[src/whp_pkg.sv]
// Shared types, codes and constants of the WAV header parser.
package whp_pkg;

   // Parse phase of the header walk.
   typedef enum logic [4:0] {
      PH_IDLE,
      PH_RIFF_TAG,
      PH_RIFF_SIZE,
      PH_WAVE_TAG,
      PH_FMT_TAG,
      PH_FMT_SIZE,
      PH_FORMAT,
      PH_CHANNELS,
      PH_RATE,
      PH_AVG,
      PH_ALIGN,
      PH_BITS,
      PH_EXTRA,
      PH_CHUNK_TAG,
      PH_FACT_SIZE,
      PH_FACT_PAYLOAD,
      PH_DATA_TAG,
      PH_DATA_SIZE
   } phase_type;

   // State of the result side.
   typedef enum logic [1:0] {
      RS_EMPTY,
      RS_DIVIDE,
      RS_HOLD
   } res_type;

   // Result status codes.
   localparam logic [2:0] ST_OK        = 3'd0;
   localparam logic [2:0] ST_BAD_RIFF  = 3'd1;
   localparam logic [2:0] ST_BAD_WAVE  = 3'd2;
   localparam logic [2:0] ST_BAD_FMT   = 3'd3;
   localparam logic [2:0] ST_BAD_DATA  = 3'd4;
   localparam logic [2:0] ST_FMT_SHORT = 3'd5;

   // Chunk tags as little-endian words.
   localparam logic [31:0] TAG_RIFF = 32'h4646_4952;
   localparam logic [31:0] TAG_WAVE = 32'h4556_4157;
   localparam logic [31:0] TAG_FMT  = 32'h2074_6d66;
   localparam logic [31:0] TAG_FACT = 32'h7463_6166;
   localparam logic [31:0] TAG_DATA = 32'h6174_6164;

   localparam logic [31:0] FMT_MIN_SIZE = 32'd16;
   localparam logic [31:0] RIFF_HDR_ADD = 32'd8;

   // Divider steps, one quotient bit each.
   localparam int DIV_STEPS = 32;
   localparam int DIV_CNT_W = $clog2(DIV_STEPS);

   // Commands from the controller to the datapath.
   typedef struct packed {
      logic       restart;
      logic       step;
      logic       skip_dec;
      logic       half_field;
      logic       cap_riff;
      logic       set_skip;
      logic       cap_format;
      logic       cap_chan;
      logic       cap_rate;
      logic       cap_align;
      logic       cap_bits;
      logic       load_ok;
      logic       load_err;
      logic [2:0] err_code;
      logic       load_count;
   } whp_cmd_type;

   // Status from the datapath to the controller.
   typedef struct packed {
      logic field_done;
      logic is_riff;
      logic is_wave;
      logic is_fmt;
      logic is_fact;
      logic is_data;
      logic fmt_short;
      logic skip_last;
      logic skip_zero;
      logic div_done;
   } whp_stat_type;

endpackage

[src/whp_ctrl.sv]
// Controller: header phase sequencing and result handshake.
module whp_ctrl (
   input  logic                  clock,
   input  logic                  reset,
   input  logic                  req_valid,
   input  logic                  req_start_req,
   output logic                  req_stall,
   output logic                  rsp_valid,
   input  logic                  rsp_stall,
   input  whp_pkg::whp_stat_type stat,
   output whp_pkg::whp_cmd_type  cmd
);
   import whp_pkg::*;

   phase_type phase_ff, phase_in, phase_eff;
   res_type   res_ff, res_in;
   logic      accept;
   logic      restart;
   logic      step;

   // Input is taken only while no result is pending.
   assign req_stall = (res_ff != RS_EMPTY);
   assign rsp_valid = (res_ff == RS_HOLD);
   assign accept    = req_valid && !req_stall;
   assign restart   = accept && req_start_req;
   assign phase_eff = restart ? PH_RIFF_TAG : phase_ff;
   assign step      = accept && (phase_eff != PH_IDLE);

   // Commands for the current byte.
   always_comb begin
      cmd            = '0;
      cmd.restart    = restart;
      cmd.step       = step;
      cmd.load_count = (res_ff == RS_DIVIDE) && stat.div_done;
      if (step) begin
         case (phase_eff)
            PH_EXTRA:                                    cmd.skip_dec = 1'b1;
            PH_FORMAT, PH_CHANNELS, PH_ALIGN, PH_BITS:   cmd.half_field = 1'b1;
            default:                                     cmd.half_field = 1'b0;
         endcase
         if (stat.field_done && phase_eff != PH_EXTRA) begin
            case (phase_eff)
               PH_RIFF_TAG: begin
                  cmd.load_err = !stat.is_riff;
                  cmd.err_code = ST_BAD_RIFF;
               end
               PH_RIFF_SIZE: cmd.cap_riff = 1'b1;
               PH_WAVE_TAG: begin
                  cmd.load_err = !stat.is_wave;
                  cmd.err_code = ST_BAD_WAVE;
               end
               PH_FMT_TAG: begin
                  cmd.load_err = !stat.is_fmt;
                  cmd.err_code = ST_BAD_FMT;
               end
               PH_FMT_SIZE: begin
                  cmd.load_err = stat.fmt_short;
                  cmd.err_code = ST_FMT_SHORT;
                  cmd.set_skip = !stat.fmt_short;
               end
               PH_FORMAT:   cmd.cap_format = 1'b1;
               PH_CHANNELS: cmd.cap_chan = 1'b1;
               PH_RATE:     cmd.cap_rate = 1'b1;
               PH_ALIGN:    cmd.cap_align = 1'b1;
               PH_BITS:     cmd.cap_bits = 1'b1;
               PH_CHUNK_TAG: begin
                  cmd.load_err = !stat.is_fact && !stat.is_data;
                  cmd.err_code = ST_BAD_DATA;
               end
               PH_DATA_TAG: begin
                  cmd.load_err = !stat.is_data;
                  cmd.err_code = ST_BAD_DATA;
               end
               PH_DATA_SIZE: cmd.load_ok = 1'b1;
               default:      cmd.load_err = 1'b0;
            endcase
         end
      end
   end

   // Next parse phase.
   always_comb begin
      phase_in = phase_eff;
      if (step) begin
         if (phase_eff == PH_EXTRA) begin
            if (stat.skip_last) phase_in = PH_CHUNK_TAG;
         end else if (stat.field_done) begin
            case (phase_eff)
               PH_RIFF_TAG:     phase_in = PH_RIFF_SIZE;
               PH_RIFF_SIZE:    phase_in = PH_WAVE_TAG;
               PH_WAVE_TAG:     phase_in = PH_FMT_TAG;
               PH_FMT_TAG:      phase_in = PH_FMT_SIZE;
               PH_FMT_SIZE:     phase_in = PH_FORMAT;
               PH_FORMAT:       phase_in = PH_CHANNELS;
               PH_CHANNELS:     phase_in = PH_RATE;
               PH_RATE:         phase_in = PH_AVG;
               PH_AVG:          phase_in = PH_ALIGN;
               PH_ALIGN:        phase_in = PH_BITS;
               PH_BITS:         phase_in = stat.skip_zero ? PH_CHUNK_TAG : PH_EXTRA;
               PH_CHUNK_TAG:    phase_in = stat.is_fact ? PH_FACT_SIZE : PH_DATA_SIZE;
               PH_FACT_SIZE:    phase_in = PH_FACT_PAYLOAD;
               PH_FACT_PAYLOAD: phase_in = PH_DATA_TAG;
               PH_DATA_TAG:     phase_in = PH_DATA_SIZE;
               default:         phase_in = PH_IDLE;
            endcase
            if (cmd.load_err) phase_in = PH_IDLE;
         end
      end
   end

   // Next result state.
   always_comb begin
      res_in = res_ff;
      case (res_ff)
         RS_EMPTY: begin
            if (cmd.load_err)     res_in = RS_HOLD;
            else if (cmd.load_ok) res_in = RS_DIVIDE;
         end
         RS_DIVIDE: if (stat.div_done) res_in = RS_HOLD;
         RS_HOLD:   if (!rsp_stall) res_in = RS_EMPTY;
         default:   res_in = RS_EMPTY;
      endcase
   end

   always_ff @(posedge clock) begin
      if (reset) begin
         phase_ff <= PH_IDLE;
         res_ff   <= RS_EMPTY;
      end else begin
         phase_ff <= phase_in;
         res_ff   <= res_in;
      end
   end

endmodule

[config.mk]
export PLATFORM = sky130hd
export DESIGN_NAME = whp_ctrl
export DESIGN_NICKNAME = d
export VERILOG_FILES = /design/src/whp_pkg.sv /design/src/whp_ctrl.sv
export SDC_FILE = /design/constraint.sdc
export NUM_CORES = 1
export LEC_CHECK = 0
export ABC_AREA = 1
export BUFFER_PORTS_ARGS = -buffer_cell sky130_fd_sc_hd__buf_2
export CORE_AREA = 2 2 49 51
export CTS_CLUSTER_DIAMETER = 120
export CTS_CLUSTER_SIZE = 24
export DETAILED_ROUTE_END_ITERATION = 7
export DIE_AREA = 0 0 51 53
export GPL_TIMING_DRIVEN = 1
export PLACE_DENSITY = 0.69
export RECOVER_POWER = 100
export SYNTH_ARGS = -nofsm -noshare
export SYNTH_HDL_FRONTEND = slang
export SYNTH_SLANG_ARGS = --single-unit
[constraint.sdc]
create_clock -name clock -period 4.3 [get_ports clock]
set_input_delay 0.86 -clock clock [delete_from_list [all_inputs] [get_ports clock]]
set_output_delay 0.86 -clock clock [all_outputs]
set_load 0.05 [all_outputs]
== Word-level counts from Yosys, hierarchy flattened ==
Cells that the tools add are included.
Word-level totals
  input port bits: 15
  output and inout bits: 19
  flip-flop bits (word level): 7
  word-level logic and storage cells: 72
Cells by class
  mux-type cells: 28
  reductions and logical operators: 19
  equal/unequal tests: 23
Operators by type and width (count)
  $pmux W5 S15: 1
  $eq A5 B4 Y1 const B: 8
  $mux W5: 7
  $eq A5 B3 Y1 const B: 4
  $pmux W3 S5: 1
  $mux W14: 1
  $mux W12: 1
  $mux W1: 11
  $eq A5 B2 Y1 const B: 2
  $eq A5 B5 Y1 const B: 2
  $mux W2: 4
  $logic_not A1 Y1: 7
  $logic_and A1 B1 Y1: 6
  $pmux W1 S6: 1
  $pmux W2 S3: 1
  $eq A5 B1 Y1 const B: 1
  $ne A5 B4 Y1 const B: 1
  $reduce_bool A5 Y1: 1
  $ne A2 B2 Y1 const B: 2
  $reduce_or A4 Y1: 1
  $ne A3 B3 Y1 const B: 1
  $reduce_and A3 Y1: 1
  $eq A2 B1 Y1 const B: 1
  $eq A2 B2 Y1 const B: 1
  other kinds (3): 3

== Longest topological paths before layout ==
  depth in word-level cells: 14
  depth in mapped cells: 14
  gate-level depth less buffers: 14

== Least setup slack after synthesis ==
No wires, ideal clock.
  kind: input -> output
  start point: input req_valid
  end point: output cmd[11] in the netlist's numbering
  path buffers: 0
  data required time: 3.440 ns
  arrival time: 2.660 ns
  stages: 8
  setup slack: 0.780 ns
  path through: nand3_4 nand2_2 nor2_4 a21oi_4 nand2_4 nor2_4 inv_2 nor3_1
RTL lines
  start, declared: RTL line whp_ctrl.sv:5  | input logic req_valid,
  end, declared: RTL line whp_ctrl.sv:11  | output whp_pkg::whp_cmd_type cmd

==> results.json <==
{
  "fp-row-count": 17,
  "worst_slack_ns": 0.669,
  "vias": 1196,
  "antenna_found_initial": 0,
  "hpwl_um": 2140,
  "start_util_pct": 44.1,
  "grt_max_degree": 15,
  "grt_remaining_overflow": 0,
  "max_stage_delay_ns": 0.47,
  "grt_usage_pct": 20.8,
  "critPathSlowestCell": "clkbuf_1",
  "grt_pass1_wl_um": 4280,
  "cts_setup_buffers": 0,
  "cts_made_buffers": 3,
  "maxSlewHeadroom_pct": 59.3,
  "status": "complete, no violations",
  "p_clk_share_pct": 22.7,
  "cellPowerDensity_mw_per_mm2": 235,
  "cts_resized": 0,
  "internal-power_uw": 142,
  "rsz0062_at_grt": "no",
  "num_io_pins": 34,
  "wl_per_cell_um": 11.9,
  "setup_violations": 0,
  "finalClockSkew_ns": 0.00633,
  "cts_tree": "done",
  "drc": 0,
  "cts.clk_slew.worst_paths_ns": 0.05,
  "die_h_um": 53,
  "syn_nets": 175,
  "place_ws_ns": 1.03,
  "syn_area_sq_um": 947,
  "path_max_fanout": 14,
  "firstDrtPassIters": 4,
  "root_buffer": "clkbuf_4",
  "diodes": 0,
  "drv_cap": 0,
  "synth_seq_area_share_pct": 14.8,
  "grt_pass1_vias": 1024,
  "die_area_sq_mm": 0.00270,
  "tns_ns": 0,
  "clock_latency_ns": 0.25,
  "path_cells": "buf_2, nand3_4, nand2_1, nor2_1, nand3_1, nand2_2, nand2_1, nand3_1, nand2_1, inv_1, clkbuf_1",
  "final_area_sq_mm": 0.00110,
  "worst_path_most_repeated_cell": "nand2_1",
  "power_switching_uw": 118,
  "wirelength_um": 2640,
  "fin_crit_ns": 3.63,
  "finalWeightedCongestion": 0.974,
  "die_w_um": 51,
  "io_buffers": 33,
  "clock_sink_count": 7,
  "area_delta_synth_final_pct": 16.5,
  "cp.arrival_ns": 2.77,
  "fmax_mhz": 275,
  "period_share_pct": 84.4,
  "core_area_sq_mm": 0.00215,
  "postRouteAntennaNets": 0,
  "r2r_slack_ns": 2.11,
  "first_iter_violations": 52,
  "start_kind": "input pin",
  "drive_above_1_share_pct": 21.6,
  "worst_pin_slew_ns": 0.606,
  "seq_power_share_pct": 30.3,
  "ys_types": 29,
  "place_area_sq_mm": 0.00112,
  "leakagePower_nw": 0.549,
  "irDropWorstVdd_v": 0.000220,
  "final_hold_viol_count": 0,
  "fin_nets": 210,
  "combPwrFrac_pct": 47.1,
  "vias_per_cell": 5.39,
  "end_kind": "output port",
  "hp-class": "flip-flop to flip-flop",
  "crit_type": "input pin to output port",
  "synth_warnings": 0,
  "cts_buffer_depth": 2,
  "hold_buffers": 0,
  "ys_ff_latch": 7,
  "h-tree-depth": 1,
  "slew_viol_final": 0,
  "syn_avg_cell_area_sq_um": 5.92,
  "syn_inst": 160,
  "p_total_uw": 260,
  "switching_share_pct": 45.4,
  "crit_required_ns": 3.44
}
[metal layers]
metal  wire (um)  track usage (%)
met1        1100             27.8
met3         333             5.65
met2        1160             32.0
met5           0                0
met4          46             6.76
[worst max-delay path, delay by kind of cell]
family,cells,cell delay (ns)
and+or+nand+nor,8,1.23
buffers and inverters,3,0.67
[worst paths after layout]
path / from / endpoint / cells after the start
worst min-delay path: phase_ff[4] / phase_ff[4] / 2
worst max register to register: res_ff[0] / phase_ff[3] / 10
worst min register to register: phase_ff[4] / phase_ff[4] / 2
worst max-delay path: req_valid / cmd[4] / 11
[metrics by stage]
step           utilization [%]  instances  hold slack, ns
2_1_floorplan                -        160           0.497
3_3_place_gp              52.2        218           0.564
3_5_place_dp              52.2        218           0.557
4_1_cts                   53.4        222           0.580
5_1_grt                   51.4        222           0.605
6_report                  51.4        222           0.586
[power groups by stage]
stage | sequential [mW] | clock (mW) | combinational (mW)
after floorplan | 0.0776 | 0 | 0.0997
after global placement | 0.0799 | 0 | 0.127
after detailed placement | 0.0796 | 0 | 0.124
after CTS | 0.0785 | 0.0609 | 0.125
after global routing | 0.0787 | 0.0677 | 0.134
final | 0.0786 | 0.0589 | 0.122
[flip-flops by register name (all words and copies together), names as in the netlist]
name and count:
phase_ff 5, res_ff 2
[layout by cell type (no fill, tap or decap), types with 2 or more instances in the layout]
master / Yosys / layout
nor2_2: 3 / 2
nand2_2: 8 / 5
nand2_1: 32 / 36
nor2_4: 4 / 4
o21ai_2: 3 / 2
nand3_2: 2 / 2
nor3_1: 2 / 2
a211oi_1: 2 / 2
nand4_1: 3 / 3
nor2_1: 22 / 23
a21oi_1: 11 / 11
inv_2: 5 / 4
inv_1: 22 / 23
dfxtp_1: 7 / 7
nand3_1: 16 / 16
clkbuf_1: 0 / 19
clkbuf_4: 0 / 3
buf_2: 0 / 15
o21ai_0: 3 / 4
[cell families after synthesis]
kind of cell,share of synthesized area (%)
DFF,14.8
and+or+nand+nor,54.0
AOI/OAI and AO/OA,17.7
buffers and inverters,13.5
[synthesized netlist by cell type]
cell type	count	area (sq um)
nand2_1	32	120
nand4_1	3	18.8
o31ai_2	1	12.5
inv_2	5	18.8
o21ai_1	1	5.00
nor2_4	4	45.0
dfxtp_1	7	140
nand2_4	2	22.5
a21oi_4	1	16.3
a21oi_1	11	55.1
a221oi_1	1	8.76
o21ai_2	3	26.3
and2_1	1	6.26
nand3b_1	1	7.51
nand2_2	8	50.1
nand4_2	1	12.5
nand3_1	16	80.1
a31oi_1	1	6.26
inv_1	22	82.6
a211oi_1	2	15.0
buf_6	1	11.3
o21ai_0	3	15.0
nor2_2	3	18.8
o211ai_1	1	7.51
nand3_4	1	17.5
nand3_2	2	20.0
nor2_1	22	82.6
buf_4	2	15.0
nor3_1	2	10.0
[layout make-up]
| class | count | area [sq um] |
|---|---|---|
| inverter | 27 | 101 |
| tap | 28 | 35.0 |
| sequential | 7 | 140 |
| timing repair buffer | 33 | 143 |
| fill | 244 | 1040 |
| clock buffer | 4 | 26.3 |
| multi-input combinational | 123 | 658 |
Note: power is estimated with default switching activity, not from simulation.
