===== src/whp_pkg.sv =====
// Shared types, codes and constants of the WAV header parser.
package whp_pkg;

   // Parse phase of the header walk.
   typedef enum logic [4:0] {
      PH_IDLE,
      PH_RIFF_TAG,
      PH_RIFF_SIZE,
      PH_WAVE_TAG,
      PH_FMT_TAG,
      PH_FMT_SIZE,
      PH_FORMAT,
      PH_CHANNELS,
      PH_RATE,
      PH_AVG,
      PH_ALIGN,
      PH_BITS,
      PH_EXTRA,
      PH_CHUNK_TAG,
      PH_FACT_SIZE,
      PH_FACT_PAYLOAD,
      PH_DATA_TAG,
      PH_DATA_SIZE
   } phase_type;

   // State of the result side.
   typedef enum logic [1:0] {
      RS_EMPTY,
      RS_DIVIDE,
      RS_HOLD
   } res_type;

   // Result status codes.
   localparam logic [2:0] ST_OK        = 3'd0;
   localparam logic [2:0] ST_BAD_RIFF  = 3'd1;
   localparam logic [2:0] ST_BAD_WAVE  = 3'd2;
   localparam logic [2:0] ST_BAD_FMT   = 3'd3;
   localparam logic [2:0] ST_BAD_DATA  = 3'd4;
   localparam logic [2:0] ST_FMT_SHORT = 3'd5;

   // Chunk tags as little-endian words.
   localparam logic [31:0] TAG_RIFF = 32'h4646_4952;
   localparam logic [31:0] TAG_WAVE = 32'h4556_4157;
   localparam logic [31:0] TAG_FMT  = 32'h2074_6d66;
   localparam logic [31:0] TAG_FACT = 32'h7463_6166;
   localparam logic [31:0] TAG_DATA = 32'h6174_6164;

   localparam logic [31:0] FMT_MIN_SIZE = 32'd16;
   localparam logic [31:0] RIFF_HDR_ADD = 32'd8;

   // Divider steps, one quotient bit each.
   localparam int DIV_STEPS = 32;
   localparam int DIV_CNT_W = $clog2(DIV_STEPS);

   // Commands from the controller to the datapath.
   typedef struct packed {
      logic       restart;
      logic       step;
      logic       skip_dec;
      logic       half_field;
      logic       cap_riff;
      logic       set_skip;
      logic       cap_format;
      logic       cap_chan;
      logic       cap_rate;
      logic       cap_align;
      logic       cap_bits;
      logic       load_ok;
      logic       load_err;
      logic [2:0] err_code;
      logic       load_count;
   } whp_cmd_type;

   // Status from the datapath to the controller.
   typedef struct packed {
      logic field_done;
      logic is_riff;
      logic is_wave;
      logic is_fmt;
      logic is_fact;
      logic is_data;
      logic fmt_short;
      logic skip_last;
      logic skip_zero;
      logic div_done;
   } whp_stat_type;

endpackage


===== src/whp_divider.sv =====
// Restoring divider, one quotient bit per cycle, giving zero for a zero divisor.
module whp_divider (
   input  logic        clock,
   input  logic        reset,
   input  logic        start,
   input  logic [31:0] dividend,
   input  logic [15:0] divisor,
   output logic        done,
   output logic [31:0] quotient
);
   import whp_pkg::*;

   logic                 busy_ff, busy_in;
   logic                 done_ff, done_in;
   logic [DIV_CNT_W-1:0] cnt_ff, cnt_in;
   logic [31:0]          quo_ff, quo_in;
   logic [15:0]          rem_ff, rem_in;
   logic [15:0]          div_ff, div_in;
   logic                 zero_ff, zero_in;
   logic [16:0]          partial;
   logic [16:0]          diff;
   logic                 ge;

   // One shift-and-subtract step.
   assign partial = {rem_ff, quo_ff[31]};
   assign diff    = partial - {1'b0, div_ff};
   assign ge      = (partial >= {1'b0, div_ff});

   always_comb begin
      busy_in = busy_ff;
      done_in = 1'b0;
      cnt_in  = cnt_ff;
      quo_in  = quo_ff;
      rem_in  = rem_ff;
      div_in  = div_ff;
      zero_in = zero_ff;
      if (start) begin
         busy_in = 1'b1;
         cnt_in  = '0;
         quo_in  = dividend;
         rem_in  = '0;
         div_in  = divisor;
         zero_in = (divisor == 16'd0);
      end else if (busy_ff) begin
         quo_in = {quo_ff[30:0], ge};
         rem_in = ge ? diff[15:0] : partial[15:0];
         cnt_in = cnt_ff + 1'b1;
         if (cnt_ff == DIV_CNT_W'(DIV_STEPS - 1)) begin
            busy_in = 1'b0;
            done_in = 1'b1;
         end
      end
   end

   // Control registers.
   always_ff @(posedge clock) begin
      if (reset) begin
         busy_ff <= 1'b0;
         done_ff <= 1'b0;
         cnt_ff  <= '0;
      end else begin
         busy_ff <= busy_in;
         done_ff <= done_in;
         cnt_ff  <= cnt_in;
      end
   end

   // Working registers.
   always_ff @(posedge clock) begin
      quo_ff  <= quo_in;
      rem_ff  <= rem_in;
      div_ff  <= div_in;
      zero_ff <= zero_in;
   end

   assign done     = done_ff;
   assign quotient = zero_ff ? 32'd0 : quo_ff;

endmodule


===== src/whp_datapath.sv =====
// Byte assembly, field capture, position count and result registers.
module whp_datapath (
   input  logic                clock,
   input  logic                reset,
   input  logic [7:0]          data_byte,
   input  whp_pkg::whp_cmd_type cmd,
   output whp_pkg::whp_stat_type stat,
   output logic [2:0]          rsp_status,
   output logic [31:0]         rsp_total_size,
   output logic [15:0]         rsp_format_tag,
   output logic [15:0]         rsp_channel_count,
   output logic [31:0]         rsp_sample_rate,
   output logic [15:0]         rsp_block_align,
   output logic [15:0]         rsp_bits_per_sample,
   output logic [31:0]         rsp_data_size,
   output logic [31:0]         rsp_data_offset,
   output logic [31:0]         rsp_block_count
);
   import whp_pkg::*;

   logic [1:0]  idx_ff, idx_in, idx_eff;
   logic [31:0] asm_ff, asm_in, asm_eff;
   logic [31:0] pos_ff, pos_in;
   logic [31:0] skip_ff;
   logic [31:0] riff_ff;
   logic [15:0] format_ff, chan_ff, align_ff, bits_ff;
   logic [31:0] rate_ff;
   logic [31:0] word;
   logic        div_done;
   logic [31:0] quotient;

   // A start byte sees a cleared assembly.
   assign idx_eff = cmd.restart ? 2'd0 : idx_ff;
   assign asm_eff = cmd.restart ? 32'd0 : asm_ff;

   // Place the byte into its lane of the little-endian word.
   always_comb begin
      word = asm_eff;
      case (idx_eff)
         2'd0:    word[7:0]   = data_byte;
         2'd1:    word[15:8]  = data_byte;
         2'd2:    word[23:16] = data_byte;
         2'd3:    word[31:24] = data_byte;
         default: word = asm_eff;
      endcase
   end

   // Status toward the controller.
   always_comb begin
      stat.field_done = cmd.half_field ? (idx_eff == 2'd1) : (idx_eff == 2'd3);
      stat.is_riff    = (word == TAG_RIFF);
      stat.is_wave    = (word == TAG_WAVE);
      stat.is_fmt     = (word == TAG_FMT);
      stat.is_fact    = (word == TAG_FACT);
      stat.is_data    = (word == TAG_DATA);
      stat.fmt_short  = (word < FMT_MIN_SIZE);
      stat.skip_last  = (skip_ff == 32'd1);
      stat.skip_zero  = (skip_ff == 32'd0);
      stat.div_done   = div_done;
   end

   // Next assembly index, word and byte position.
   always_comb begin
      idx_in = idx_ff;
      asm_in = asm_ff;
      pos_in = pos_ff;
      if (cmd.restart) begin
         idx_in = '0;
         asm_in = '0;
         pos_in = '0;
      end
      if (cmd.step) begin
         pos_in = (cmd.restart ? 32'd0 : pos_ff) + 32'd1;
         if (!cmd.skip_dec) begin
            if (stat.field_done) begin
               idx_in = '0;
               asm_in = '0;
            end else begin
               idx_in = idx_eff + 2'd1;
               asm_in = word;
            end
         end
      end
   end

   always_ff @(posedge clock) begin
      if (reset) begin
         idx_ff <= '0;
         asm_ff <= '0;
         pos_ff <= '0;
      end else begin
         idx_ff <= idx_in;
         asm_ff <= asm_in;
         pos_ff <= pos_in;
      end
   end

   // Header field captures and the extra fmt byte counter.
   always_ff @(posedge clock) begin
      if (cmd.set_skip)   skip_ff   <= word - FMT_MIN_SIZE;
      else if (cmd.skip_dec) skip_ff <= skip_ff - 32'd1;
      if (cmd.cap_riff)   riff_ff   <= word;
      if (cmd.cap_format) format_ff <= word[15:0];
      if (cmd.cap_chan)   chan_ff   <= word[15:0];
      if (cmd.cap_rate)   rate_ff   <= word;
      if (cmd.cap_align)  align_ff  <= word[15:0];
      if (cmd.cap_bits)   bits_ff   <= word[15:0];
   end

   // Result registers: all zero but status for an error.
   always_ff @(posedge clock) begin
      if (cmd.load_err) begin
         rsp_status          <= cmd.err_code;
         rsp_total_size      <= '0;
         rsp_format_tag      <= '0;
         rsp_channel_count   <= '0;
         rsp_sample_rate     <= '0;
         rsp_block_align     <= '0;
         rsp_bits_per_sample <= '0;
         rsp_data_size       <= '0;
         rsp_data_offset     <= '0;
         rsp_block_count     <= '0;
      end else if (cmd.load_ok) begin
         rsp_status          <= ST_OK;
         rsp_total_size      <= riff_ff + RIFF_HDR_ADD;
         rsp_format_tag      <= format_ff;
         rsp_channel_count   <= chan_ff;
         rsp_sample_rate     <= rate_ff;
         rsp_block_align     <= align_ff;
         rsp_bits_per_sample <= bits_ff;
         rsp_data_size       <= word;
         rsp_data_offset     <= pos_in;
      end else if (cmd.load_count) begin
         rsp_block_count <= quotient;
      end
   end

   // Block count division runs once per file.
   whp_divider u_divider (
      .clock    (clock),
      .reset    (reset),
      .start    (cmd.load_ok),
      .dividend (word),
      .divisor  (align_ff),
      .done     (div_done),
      .quotient (quotient)
   );

endmodule


===== config.mk =====
export PLATFORM = sky130hd
export DESIGN_NAME = whp_datapath
export DESIGN_NICKNAME = d
export VERILOG_FILES = /design/src/whp_pkg.sv /design/src/whp_divider.sv /design/src/whp_datapath.sv
export SDC_FILE = /design/constraint.sdc
export NUM_CORES = 1
export LEC_CHECK = 0
export ABC_AREA = 1
export BUFFER_PORTS_ARGS = -buffer_cell sky130_fd_sc_hd__buf_2
export CORE_AREA = 2 2 144 287
export DETAILED_ROUTE_END_ITERATION = 8
export DIE_AREA = 0 0 146 289
export PLACE_DENSITY = 0.79
export REMOVE_ABC_BUFFERS = 1
export SYNTH_ARGS = -nofsm -noshare
export SYNTH_HDL_FRONTEND = slang
export SYNTH_HIERARCHICAL = 1
export SYNTH_SLANG_ARGS = --single-unit
export TNS_END_PERCENT = 100

===== constraint.sdc =====
create_clock -name clock -period 3.6 [get_ports clock]
set_input_delay 0.72 -clock clock [delete_from_list [all_inputs] [get_ports clock]]
set_output_delay 0.72 -clock clock [all_outputs]
set_load 0.03 [all_outputs]

# Word level (Yosys, flattened, before mapping)

Index checks and enable logic that the tools add are counted.

Register bits after elaboration: 525
Input bits: 27

Add/subtract/negate cells: 7
Magnitude comparators: 2
Eq/ne operators: 10
Multiplexer cells: 27
Bitwise logic cells: 2
Reduce and logical (&&, ||, !) cells: 9

Operator list:

| kind                    | count |
|---|---|
| $mux W32                | 11 |
| $eq A32 B31 Y1 const B  | 4 |
| $add A32 B1 Y32 const B | 1 |
| $add A32 B4 Y32 const B | 1 |
| $eq A32 B1 Y1 const B   | 1 |
| $eq A32 B30 Y1 const B  | 1 |
| $logic_not A32 Y1       | 1 |
| $lt A32 B5 Y1 const B   | 1 |
| $mux W8                 | 4 |
| $sub A32 B1 Y32 const B | 1 |
| $sub A32 B5 Y32 const B | 1 |
| $ge A17 B16 Y1          | 1 |
| $logic_not A16 Y1       | 1 |
| $mux W16                | 1 |
| $sub A16 B16 Y16        | 1 |
| $mux W2                 | 4 |
| $mux W3                 | 2 |
| $reduce_bool A2 Y1      | 3 |
| $add A5 B1 Y5 const B   | 1 |
| $eq A5 B5 Y1 const B    | 1 |
| $mux W1                 | 5 |
| $eq A2 B2 Y1 const B    | 2 |
| $reduce_or A3 Y1        | 1 |
| $add A2 B1 Y2 const B   | 1 |
| 5 further kinds         | 6 |

# Logic depth before layout (Yosys ltp)

Word-level depth: 6
Gate-level depth with buffers: 15
Mapped depth without buffers: 15

# Modules after synthesis

Netlist, hierarchy kept.

Modules (own cells, without submodules):

| module       | instances | cells an instance | area an instance (sq um) |
|---|---|---|---|
| whp_datapath | 1         | 2199              | 18992.0 |
| whp_divider  | 1         | 554               | 4321.6 |

# Least setup slack after synthesis

Ideal clock, no wire load.

Path type: in2out
From: input port cmd[16] in the netlist's numbering
To: output port stat[4] in the netlist's numbering
Arrival time: 2507 ps
Required time: 2880 ps
Path slack: 373 ps
Stages on the path: 9
Path buffers: 1
Path through: inv_4 -> nand3_2 -> buf_4 -> nand2_1 -> nand2_1 -> nor2_1 -> nand2_1 -> nor3_1 -> nor3b_1

RTL lines:

| element         | RTL line          | source |
|---|---|---|
| start, declared | whp_datapath.sv:6 | `input whp_pkg::whp_cmd_type cmd,` |
| end, declared   | whp_datapath.sv:7 | `output whp_pkg::whp_stat_type stat,` |

==> flow_summary.json <==
{
  "post_dp_cell_area_um2": 25750,
  "ys_async_sr_fraction_pct": 0,
  "critPathSlowestCell": "dfxtp_2",
  "clkSinkCount": 525,
  "finalMaxSlewViolations": 0,
  "rows": 104,
  "dieArea_um2": 42190,
  "clkPwrFrac_pct": 38.0,
  "vdd_drop_max_mv": 0.4124,
  "via_per_inst": 5.725,
  "cp-start-kind": "flop",
  "leakage_nw": 12.66,
  "grt_pass1_wl_mm": 119.4,
  "intPower_mw": 9.590,
  "min_path_type": "in -> reg",
  "combPwrFrac_pct": 10.8,
  "syn_inst": 2753,
  "ys_seq_elements": 525,
  "max_freq_mhz": 283.4,
  "route.detailed.drc": 0,
  "synth_cell_type_count": 56,
  "dr_total_vias": 20830,
  "syn_to_final_growth_pct": 16.87,
  "drtPass1Iterations": 6,
  "synth-simple-area-share_pct": 25.99,
  "cts_hold_buffers": 0,
  "synth-edff-count": 212,
  "syn_avg_cell_area_um2": 8.468,
  "start_util_pct": 58.17,
  "p_sw_mw": 3.476,
  "power_density_nw_per_um2": 479.5,
  "cts_buffers": 44,
  "critPathMaxStageDelay_ns": 0.42,
  "cap_violations": 0,
  "period_share_pct": 98.03,
  "slew_headroom_pct": 5.668,
  "grt-ovfl-total": 0,
  "seq_area_frac_synth_pct": 54.18,
  "crit_path_end_kind": "output pin",
  "synth_top_family_by_area": "simple AND/OR/NAND/NOR gates",
  "hold_violations": 0,
  "ys.flop_type": "dfxtp_1",
  "ant_nets": 0,
  "layout-drive-gt1-share_pct": 17.40,
  "routabilityCongestion": 1.018,
  "fin_tns_setup_ns": 0,
  "cts_tree": "built",
  "drt-wirelength-per-cell_um": 22.35,
  "cpMostUsedCell": "nand2_1",
  "pwr-share-seq_pct": 51.2,
  "antenna_found_initial": 1,
  "grt_pass1_vias": 20680,
  "drtIter0Drc": 1518,
  "cts_setup_buffers": 0,
  "core-area_um2": 40080,
  "setup_viol": 0,
  "io_pins": 264,
  "status": "complete, no violations",
  "grt_max_degree": 119,
  "insertion_delay_ns": 0.59,
  "yosysWarnings": 6,
  "die_h_um": 289,
  "setup.worst_path.class": "reg -> out",
  "design_area_um2": 27250,
  "fin_crit_ns": 3.529,
  "fin_worst_skew_ns": 0.02307,
  "rsz0062_at_grt": "no",
  "cp.required_ns": 2.88,
  "n_fill_cell": 3290,
  "p_total_mw": 13.07,
  "synth_fa_ha_area_share_pct": 1.428,
  "drt-total-wl_mm": 81.35,
  "place.detailed.hpwl_mm": 61.29,
  "synth-xor-area-share_pct": 1.465,
  "path_clk_slew_ns": 0.08,
  "tightest_slew_ns": 1.410,
  "port_buffers": 263,
  "die_x_um": 146,
  "p_sw_share_pct": 26.60,
  "synth-compound-area-share_pct": 10.19,
  "crit_chain": "inv_2, nand3_2, buf_4, nand2_1, nand2_1, nand2_1, buf_4, inv_1, nand3_1, nor2_4, nand2_1, nor2_1, buf_2",
  "cts_root_buf": "clkbuf_16",
  "critPathArrivalTime_ns": 2.81,
  "antennaDiodeCount": 0,
  "htree_levels": 2,
  "grt_usage_pct": 37.73,
  "fin_nets": 3127,
  "syn_area_um2": 23310,
  "clock_path_buffers": 3,
  "synth_mux_area_share_pct": 0,
  "worstPathMaxFanout": 11
}
[synthesized netlist by cell type (11+ instances only)]
master,number,area [um2]
o21ai_1,15,75.07
o21ai_0,162,810.8
nand3_1,153,765.7
nand2_2,21,131.4
xor2_1,27,236.5
nand3b_1,25,187.7
ha_1,25,312.8
xnor2_1,12,105.1
nor4_1,15,93.84
clkbuf_1,76,285.3
inv_1,271,1017
dfxtp_1,313,6266
a22o_1,100,875.8
edfxtp_1,212,6366
nor2_2,11,68.82
nor3_1,43,215.2
a21oi_1,50,250.2
nand2_1,711,2669
nor2_1,351,1318
nand4_1,29,181.4
a22oi_1,18,135.1
[timing repair]
item | in CTS | in global routing
endpoints found under the hold margin | 0 | 0
resized for setup | 2 | 1
pin swaps | 0 | 0
setup endpoints to repair | 2 | 6
[final cells by class]
class	count	area, um2	share of cell area (%)
Inverter	284	1071	3.931
Tap cell	530	663.1	2.434
Clock buffer	56	1211	4.445
Clock inverter	25	277.8	1.019
Multi-Input combinational cell	1839	9130	33.51
Timing Repair Buffer	380	2260	8.293
Sequential cell	525	12630	46.37
[stage by stage]
step	worst slack, ns	utilization (%)	std cells	hold WS [ns]
finish	0.07101	67.99	3639	0.4389
global route	0.002146	67.99	3639	0.4400
CTS	0.02053	67.98	3639	0.4328
detailed placement	0.1350	64.25	3558	0.4346
global placement	0.1235	64.25	3558	0.4345
floorplan	-4.049	-	2648	0.4358
[layout by cell type, fill, tap and decap left out, drive strengths merged, types with 18 or more instances in the layout]
| cell | instances |
|---|---|
| dfxtp | 313 |
| nand3 | 161 |
| clkbuf | 56 |
| ha | 25 |
| inv | 286 |
| o21ai | 179 |
| a21oi | 51 |
| buf | 380 |
| nor2 | 372 |
| nand2 | 738 |
| nor3 | 46 |
| edfxtp | 212 |
| a22oi | 18 |
| xor2 | 27 |
| clkinv | 18 |
| nand3b | 26 |
| a22o | 100 |
| nand4 | 29 |
[power groups by stage]
stage	Sequential [mW]	Clock [mW]	Combinational (mW)
6_report	6.68	4.97	1.41
5_1_grt	6.71	5.20	1.50
3_3_place_gp	6.79	0	1.36
2_1_floorplan	6.98	0	0.571
3_5_place_dp	6.81	0	1.39
4_1_cts	6.68	5.01	1.40
[per-layer routing]
layer / vias to the layer above / wire length [um] / GRT usage [%] / part of all wire (%)
li1: 9713 / - / - / -
met3: 366 / 4157 / 4.362 / 5.1
met4: 2 / 9239 / 35.90 / 11
met1: 9814 / 25890 / 35.90 / 32
met5: - / 13 / 0 / 0.016
met2: 938 / 42040 / 69.59 / 52
[flip-flops by register name, indices dropped and copies added (netlist names), 32 cells and up]
name and count:
u_divider/quo_ff 32, rsp_block_count 32, rate_ff 32, rsp_total_size 32
asm_ff 32, rsp_data_offset 32, skip_ff 32, pos_ff 32
rsp_sample_rate 32, riff_ff 32, rsp_data_size 32
[critical path, delay by kind of cell, from the launching register on]
kind | cells | cell delay, ns
flip-flops | 1 | 0.42
buffers and inverters | 5 | 0.74
AND/OR/NAND/NOR | 8 | 1.07
[worst paths after layout]
kind	start	end	slack, ns	depth (start not counted)
max	idx_ff[0]	stat[3]	0.07	13
max reg2reg	idx_ff[1]	skip_ff[23]	0.91	11
min reg2reg	chan_ff[3]	rsp_channel_count[3]	0.44	1
min	cmd[3]	rsp_status[2]	0.44	3
[cell families after synthesis]
family                   after synthesis
AND/OR/NAND/NOR                     1399
flip-flops                           525
buffers and inverters                389
AO/OA/AOI/OAI                        375
XOR/XNOR                              39
adder cells (fa/ha/maj)               26
Power figures use the tool's default switching activity.
